===== config.mk =====
export PLATFORM = sky130hd
export DESIGN_NAME = n64_pad_poll_and_rumble_control
export DESIGN_NICKNAME = d
export VERILOG_FILES = /design/src/rtl/n64pr_pkg.sv /design/src/rtl/n64pr_event.sv /design/src/rtl/n64_pad_poll_and_rumble_control.sv
export VERILOG_INCLUDE_DIRS = /design/src /design/src/rtl
export SDC_FILE = /design/constraint.sdc
export NUM_CORES = 1
export LEC_CHECK = 0
export BUFFER_PORTS_ARGS = -buffer_cell sky130_fd_sc_hd__clkbuf_2
export CORE_MARGIN = 1
export CORE_UTILIZATION = 58
export DETAILED_ROUTE_END_ITERATION = 16
export PLACE_DENSITY = 0.88
export SLEW_MARGIN = 15
export SYNTH_ARGS = -nofsm -noshare
export SYNTH_HDL_FRONTEND = slang
export SYNTH_HIERARCHICAL = 1
export SYNTH_SLANG_ARGS = --single-unit
export TNS_END_PERCENT = 5

===== constraint.sdc =====
create_clock -name i_clk -period 5.1 [get_ports i_clk]
set_clock_uncertainty 0.15 [all_clocks]
set_input_delay 0.255 -clock i_clk [delete_from_list [all_inputs] [get_ports i_clk]]
set_output_delay 0.255 -clock i_clk [all_outputs]
set_load 0.02 [all_outputs]

===== src/rtl/n64_pad_poll_and_rumble_control_assert.svh =====
// assertion macros for the pad poll and rumble control rtl
`ifndef N64_PAD_POLL_AND_RUMBLE_CONTROL_ASSERT_SVH
`define N64_PAD_POLL_AND_RUMBLE_CONTROL_ASSERT_SVH

// checked only while out of reset
`define N64PR_ASSERT(lbl, prop, msg) \
    lbl: assert property (@(posedge i_clk) disable iff (!i_rst_n) prop) else $error(msg);

// checked on every edge, reset included
`define N64PR_ASSERT_ALWAYS(lbl, prop, msg) \
    lbl: assert property (@(posedge i_clk) prop) else $error(msg);

`endif


===== src/rtl/n64pr_pkg.sv =====
// shared types and codes for the pad poll and rumble control block
package n64pr_pkg;

    typedef enum logic [1:0] {
        OP_POLL    = 2'd0,
        OP_VIBRATE = 2'd1,
        OP_TAKEN   = 2'd2,
        OP_NONE    = 2'd3
    } t_op;

    typedef enum logic [1:0] {
        WR_NONE      = 2'd0,
        WR_INIT      = 2'd1,
        WR_MOTOR_ON  = 2'd2,
        WR_MOTOR_OFF = 2'd3
    } t_wr;

    typedef enum logic [2:0] {
        PH_INIT    = 3'd0,
        PH_OFF     = 3'd1,
        PH_TURNON  = 3'd2,
        PH_ON      = 3'd3,
        PH_TURNOFF = 3'd4,
        PH_UNAVAIL = 3'd5
    } t_phase;

    localparam logic [7:0] AXIS_OFFSET = 8'h7f;

    // report bytes that vary; byte 0 and the 0x7f filler follow from valid
    typedef struct packed {
        logic       valid;
        logic [7:0] axis_x;
        logic [7:0] axis_y;
        logic [7:0] btn_main;
        logic [5:0] btn_extra;
    } t_report;

    typedef struct packed {
        t_phase  phase;
        t_report built;
        t_report sent;
    } t_state;

    typedef struct packed {
        logic       poll_failed;
        t_wr        write_issued;
        logic [7:0] axis_x;
        logic [7:0] axis_y;
        logic [7:0] buttons_main;
        logic [5:0] buttons_extra;
        logic       report_changed;
        t_phase     pack_state;
    } t_result;

endpackage


===== src/rtl/n64pr_event.sv =====
// next-state and result logic for one poll, vibration or report-taken request
module n64pr_event (
    input  logic [1:0]        i_operation,
    input  logic              i_caps_ok,
    input  logic [7:0]        i_caps_flags,
    input  logic              i_write_acked,
    input  logic              i_status_ok,
    input  logic [7:0]        i_buttons_first,
    input  logic [7:0]        i_buttons_second,
    input  logic signed [7:0] i_stick_x,
    input  logic signed [7:0] i_stick_y,
    input  logic              i_vibrate,
    input  n64pr_pkg::t_state  i_state,
    output n64pr_pkg::t_state  o_state,
    output n64pr_pkg::t_result o_result
);
    import n64pr_pkg::*;

    t_op     op;
    t_phase  pre_phase;
    t_report fresh;
    logic    failed;
    t_wr     wr;

    assign op = t_op'(i_operation);

    always_comb begin
        fresh.valid        = 1'b1;
        fresh.axis_x       = 8'(i_stick_x) + AXIS_OFFSET;
        fresh.axis_y       = AXIS_OFFSET - 8'(i_stick_y);
        fresh.btn_main     = {i_buttons_second[0], i_buttons_second[1],
                              i_buttons_second[2], i_buttons_second[3],
                              i_buttons_first[4], i_buttons_first[5],
                              i_buttons_first[6], i_buttons_first[7]};
        fresh.btn_extra    = {i_buttons_first[0], i_buttons_first[1],
                              i_buttons_first[2], i_buttons_first[3],
                              i_buttons_second[4], i_buttons_second[5]};
    end

    // pack presence check before the write step
    always_comb begin
        pre_phase = i_state.phase;
        if (!i_caps_flags[0]) begin
            pre_phase = PH_UNAVAIL;
        end else if (i_state.phase == PH_UNAVAIL) begin
            pre_phase = PH_INIT;
        end
    end

    always_comb begin
        o_state = i_state;
        failed  = 1'b0;
        wr      = WR_NONE;
        unique case (op)
            OP_POLL: begin
                if (!i_caps_ok) begin
                    o_state.phase = PH_INIT;
                    failed        = 1'b1;
                end else begin
                    o_state.phase = pre_phase;
                    unique case (pre_phase)
                        PH_INIT: begin
                            wr = WR_INIT;
                            if (i_write_acked) o_state.phase = PH_TURNOFF;
                        end
                        PH_TURNON: begin
                            wr = WR_MOTOR_ON;
                            if (i_write_acked) o_state.phase = PH_ON;
                        end
                        PH_TURNOFF: begin
                            wr = WR_MOTOR_OFF;
                            if (i_write_acked) o_state.phase = PH_OFF;
                        end
                        default: begin
                            wr = WR_NONE;
                        end
                    endcase
                    if (!i_status_ok) begin
                        failed = 1'b1;
                    end else begin
                        o_state.built = fresh;
                    end
                end
            end
            OP_VIBRATE: begin
                if (i_state.phase != PH_UNAVAIL && i_state.phase != PH_INIT) begin
                    if (i_vibrate) begin
                        if (i_state.phase != PH_ON) o_state.phase = PH_TURNON;
                    end else begin
                        if (i_state.phase != PH_OFF) o_state.phase = PH_TURNOFF;
                    end
                end
            end
            OP_TAKEN: begin
                o_state.sent = i_state.built;
            end
            default: begin
                o_state = i_state;
            end
        endcase
    end

    always_comb begin
        o_result.poll_failed    = failed;
        o_result.write_issued   = wr;
        o_result.axis_x         = o_state.built.axis_x;
        o_result.axis_y         = o_state.built.axis_y;
        o_result.buttons_main   = o_state.built.btn_main;
        o_result.buttons_extra  = o_state.built.btn_extra;
        o_result.report_changed = (o_state.built != o_state.sent);
        o_result.pack_state     = o_state.phase;
    end

endmodule


===== src/rtl/n64_pad_poll_and_rumble_control.sv =====
// top level: pad poll and rumble-pack control with registered result and skid stage
//
//  channel  direction  handshake                  payload
//  in       to block   i_in_valid / o_in_ready    i_operation .. i_vibrate
//  out      from block o_out_valid / i_out_ready  o_poll_failed .. o_pack_state
//
// one request per cycle while o_in_ready is high; each result is registered
// state (rumble phase, built and sent reports) updates at the accepting edge
// a two-entry result buffer lets one more request in while the output stalls
// o_in_ready drops only when both result entries are full
// synchronous active-low reset clears state to pack unavailable, reports zero
`include "n64_pad_poll_and_rumble_control_assert.svh"

module n64_pad_poll_and_rumble_control (
    input  logic              i_clk,
    input  logic              i_rst_n,
    input  logic              i_in_valid,
    output logic              o_in_ready,
    input  logic [1:0]        i_operation,
    input  logic              i_caps_ok,
    input  logic [7:0]        i_caps_flags,
    input  logic              i_write_acked,
    input  logic              i_status_ok,
    input  logic [7:0]        i_buttons_first,
    input  logic [7:0]        i_buttons_second,
    input  logic signed [7:0] i_stick_x,
    input  logic signed [7:0] i_stick_y,
    input  logic              i_vibrate,
    output logic              o_out_valid,
    input  logic              i_out_ready,
    output logic              o_poll_failed,
    output logic [1:0]        o_write_issued,
    output logic [7:0]        o_axis_x,
    output logic [7:0]        o_axis_y,
    output logic [7:0]        o_buttons_main,
    output logic [5:0]        o_buttons_extra,
    output logic              o_report_changed,
    output logic [2:0]        o_pack_state
);
    import n64pr_pkg::*;

    t_state  r_state;
    t_state  n_state;
    t_result n_result;
    t_result r_main;
    t_result r_skid;
    logic    r_main_valid;
    logic    r_skid_valid;
    logic    in_acc;
    logic    out_acc;

    assign o_in_ready = !r_skid_valid;
    assign in_acc     = i_in_valid && o_in_ready;
    assign out_acc    = r_main_valid && i_out_ready;

    n64pr_event u_event (
        .i_operation      (i_operation),
        .i_caps_ok        (i_caps_ok),
        .i_caps_flags     (i_caps_flags),
        .i_write_acked    (i_write_acked),
        .i_status_ok      (i_status_ok),
        .i_buttons_first  (i_buttons_first),
        .i_buttons_second (i_buttons_second),
        .i_stick_x        (i_stick_x),
        .i_stick_y        (i_stick_y),
        .i_vibrate        (i_vibrate),
        .i_state          (r_state),
        .o_state          (n_state),
        .o_result         (n_result)
    );

    always_ff @(posedge i_clk) begin
        if (!i_rst_n) begin
            r_state.phase <= PH_UNAVAIL;
            r_state.built <= '0;
            r_state.sent  <= '0;
        end else if (in_acc) begin
            r_state <= n_state;
        end
    end

    // result buffer: main entry drives the port, skid catches a stalled request
    always_ff @(posedge i_clk) begin
        if (!i_rst_n) begin
            r_main_valid <= 1'b0;
            r_skid_valid <= 1'b0;
        end else begin
            if (out_acc) begin
                if (r_skid_valid) begin
                    r_skid_valid <= 1'b0;
                end else begin
                    r_main_valid <= in_acc;
                end
            end else if (in_acc) begin
                if (!r_main_valid) begin
                    r_main_valid <= 1'b1;
                end else begin
                    r_skid_valid <= 1'b1;
                end
            end
        end
    end

    always_ff @(posedge i_clk) begin
        if (out_acc && r_skid_valid) begin
            r_main <= r_skid;
        end else if (in_acc && (out_acc || !r_main_valid)) begin
            r_main <= n_result;
        end
        if (in_acc && r_main_valid && !out_acc) begin
            r_skid <= n_result;
        end
    end

    assign o_out_valid      = r_main_valid;
    assign o_poll_failed    = r_main.poll_failed;
    assign o_write_issued   = r_main.write_issued;
    assign o_axis_x         = r_main.axis_x;
    assign o_axis_y         = r_main.axis_y;
    assign o_buttons_main   = r_main.buttons_main;
    assign o_buttons_extra  = r_main.buttons_extra;
    assign o_report_changed = r_main.report_changed;
    assign o_pack_state     = r_main.pack_state;

    `N64PR_ASSERT(a_skid_needs_main, r_skid_valid |-> r_main_valid, "skid full with main empty")
    `N64PR_ASSERT(a_sent_after_built, r_state.sent.valid |-> r_state.built.valid, "sent report without built report")
    `N64PR_ASSERT(a_caps_fail_init, (in_acc && i_operation == OP_POLL && !i_caps_ok) |=> (r_state.phase == PH_INIT), "capability failure did not reset pack to init")
    `N64PR_ASSERT(a_state_holds, !in_acc |=> $stable(r_state), "state moved without a request")
    `N64PR_ASSERT_ALWAYS(a_reset_empty, !i_rst_n |=> (!r_main_valid && !r_skid_valid), "result buffer not empty after reset")

endmodule


==> impl_metrics.csv <==
group,metric,value,unit
floorplan,io_pins,89,
synth,synth_cell_type_count,51,
floorplan,core,12000,um2
timing,rsz0062_at_grt,"no",
routing,first_pass_iters,6,
routing,drt_iter0_drc,563,
timing,hold_viol_final,0,
worst_setup_path,ff2ff_path_depth,8,
synth,synth_nets,754,
timing,min_period,3.46,ns
floorplan,die_w,113,um
clocking,cts_tree,"built",
clocking,clock_sinks,141,
synth,synth-edff-count,74,
grt,antenna_found_initial,0,
pwr,p_per_area,364,nW/um2
synth,yosysSeqAreaShare,0.501,
synth,avgSynthCellArea,10.1,um2
layout,area_growth,12.4,%
timing,max_freq,289,MHz
worst_setup_path,cp.required,5.10,ns
layout,multi_input_area,3030,um2
pwr,power_leakage,3.14,nW
placement,dp_hpwl,9.98,mm
synth,ys_async_sr_fraction,0,
routing,viasPerCell,5.90,
worst_setup_path,crit_fanout,17,
clocking,clkLatencyLatePin,0.42,ns
floorplan,die_h,113,um
routing,via_count,5288,
clocking,clockBufferDepth,2,
worst_hold_path,worstHoldPathType,"input pin to register",
synth,synthCells,703,
placement,io_buffer_count,79,
grt,grt_pass1_wl,26.0,mm
grt,grt_pass1_vias,5241,
synth,synth-main-ff-cell,"edfxtp_1",
layout,area.sequential,3560,um2
timing,final-setup-viol-count,0,
job,drv_cap,0,
grt,grt_max_degree,68,
status,status,"finished, final reports clean",
grt,track_usage,0.268,
worst_setup_path,worstSetupPathType,"input pin to register",
floorplan,start_util,0.595,
routing,detail-route-antenna-nets,0,
timing,relSlewSlack,0.241,
clocking,cts_root_buffer,"clkbuf_16",
clocking,h-tree-depth,4,
timing,fin_tns_setup,0,ns
synth,ys_warn_count,6,
worst_setup_path,cp-start-kind,"input pin",
synth,synth_area,7120,um2
clocking,cts.clk_slew.worst_paths,0.06,ns
clocking,cts_buffers,17,
layout,fillerInstances,797,
worst_setup_path,endpoint_kind,"register",
worst_setup_path,worstPathArrival,3.46,ns
routing,drt-wirelength-per-cell,18.6,um
grt,grt_overflow_total,0,
timing,worst_slew_pin_slew,1.14,ns
timing,period_share,0.679,
pwr,worst_ir_drop_vdd,210,uV
layout,antenna_cells,0,
floorplan,std_cell_rows,40,
timing,report.final.slew_viol_count,0,
synth,ys_ff_latch,141,
layout,drive_gt1_frac,0.212,
floorplan,dieArea,12700,um2
routing,wl,16.6,mm
placement,place_congestion,0.904,
layout,final_nets,787,
routing,drc_errors,0,
layout,fin_util,0.669,
worst_hold_path,hold_depth,3,
cell usage after synthesis, drive strengths merged (3+ instances only):
cell / instances / share of area
nand2: 169 / 0.089
edfxtp: 74 / 0.31
mux2: 69 / 0.11
dfxtp: 67 / 0.19
a21boi: 64 / 0.068
buf: 55 / 0.055
inv: 23 / 0.012
nor2: 20 / 0.011
o21ai: 20 / 0.014
clkbuf: 19 / 0.010
xor2: 19 / 0.023
a21oi: 18 / 0.013
xnor2: 18 / 0.022
nand2b: 7 / 0.0062
nand3: 5 / 0.0042
nor3: 5 / 0.0035
mux2i: 4 / 0.0056
a21o: 3 / 0.0032
a221oi: 3 / 0.0037
and2: 3 / 0.0026
nand4: 3 / 0.0026
o221ai: 3 / 0.0037
cells in the final DEF, fill, tap and decap left out, drive strengths merged, types with 2 or more instances in the layout:
| cell type | count |
|---|---|
| a21boi | 64 |
| a21o | 3 |
| a21oi | 18 |
| a221o | 2 |
| a221oi | 3 |
| a31oi | 2 |
| and2 | 3 |
| and3 | 2 |
| buf | 8 |
| bufinv | 5 |
| clkbuf | 101 |
| clkinv | 3 |
| dfxtp | 67 |
| edfxtp | 74 |
| inv | 24 |
| mux2 | 69 |
| mux2i | 4 |
| nand2 | 169 |
| nand2b | 7 |
| nand3 | 5 |
| nand4 | 3 |
| nor2 | 20 |
| nor2b | 2 |
| nor3 | 5 |
| nor4 | 2 |
| o211ai | 2 |
| o21ai | 20 |
| o221ai | 3 |
| o22ai | 2 |
| o2bb2ai | 2 |
| o31ai | 2 |
| o41ai | 2 |
| or3 | 2 |
| xnor2 | 18 |
| xor2 | 19 |
routing by layer:
| metal | track usage | share of wire | up-vias |
|---|---|---|---|
| li1 | - | - | 2458 |
| met1 | 0.315 | 0.40 | 2530 |
| met2 | 0.455 | 0.49 | 253 |
| met3 | 0.0814 | 0.074 | 47 |
| met4 | 0.118 | 0.030 | 0 |
| met5 | 0 | 0 | - |
area by class of cell:
type	instances	area share
Inverter	23	0.0108
Sequential cell	141	0.446
Multi-Input combinational cell	465	0.379
Timing Repair Buffer	88	0.0582
Clock inverter	10	0.0228
Clock buffer	22	0.0609
Tap cell	147	0.0230
worst paths after layout:
check             slack, ns          endpoint           start
setup reg to reg       2.23  o_report_changed      r_state[0]
hold / removal         0.02      r_skid_valid      i_in_valid
setup / recovery       1.64  o_report_changed  i_operation[1]
hold reg to reg        0.32       r_state[25]     r_state[25]
worst max-delay path: stages:
cell,delay [ns]
clkbuf_2,0.19
nor4bb_4,0.92
buf_4,0.40
buf_4,0.21
nor2_1,0.05
a21o_1,0.18
a2111oi_2,0.44
nand4_1,0.16
a211o_1,0.34
mux2_1,0.32
power breakdown:
group          internal (mW)  total (mW)  switching, mW
registers               1.24        1.26         0.0199
clock network          0.926        1.39          0.466
logic                 0.0894       0.259          0.169
total                   2.26        2.91          0.655
cells by family after synthesis:
| logic type | share of synthesized area |
|---|---|
| buffers and inverters | 0.0768 |
| AND/OR/NAND/NOR | 0.130 |
| flip-flops | 0.501 |
| multiplexers | 0.115 |
| adder cells (fa/ha/maj) | 0.00176 |
| XOR/XNOR | 0.0455 |
| AO/OA/AOI/OAI | 0.130 |
what timing repair did:
| action | in CTS | in global routing |
|---|---|---|
| setup buffers | 0 | 0 |
| hold endpoints to repair | 1 | 0 |
| setup endpoints to repair | 0 | 0 |
| hold buffers | 1 | 0 |
| gates resized for setup | 0 | 0 |
per-stage QoR:
step	power [mW]	area (um2)	hold WS (ns)	std cells	setup WS (ns)
after floorplan	1.46	7120	0.265	703	1.72
after global placement	1.52	7320	0.288	863	1.43
after detailed placement	1.53	7320	0.312	863	1.35
after CTS	2.91	8000	0.00877	896	1.71
after global routing	2.99	8000	0.0287	896	1.52
final	2.91	8000	0.0189	896	1.64
registers in the layout (all words and copies together) (netlist names):
register / cells
r_skid: 37
r_state: 65
o_buttons_main: 8
o_report_changed: 1
o_axis_y: 8
o_out_valid: 1
o_buttons_extra: 6
o_write_issued: 2
o_poll_failed: 1
o_pack_state: 3
r_skid_valid: 1
o_axis_x: 8
No activity file was read; power rests on OpenSTA's default activity.
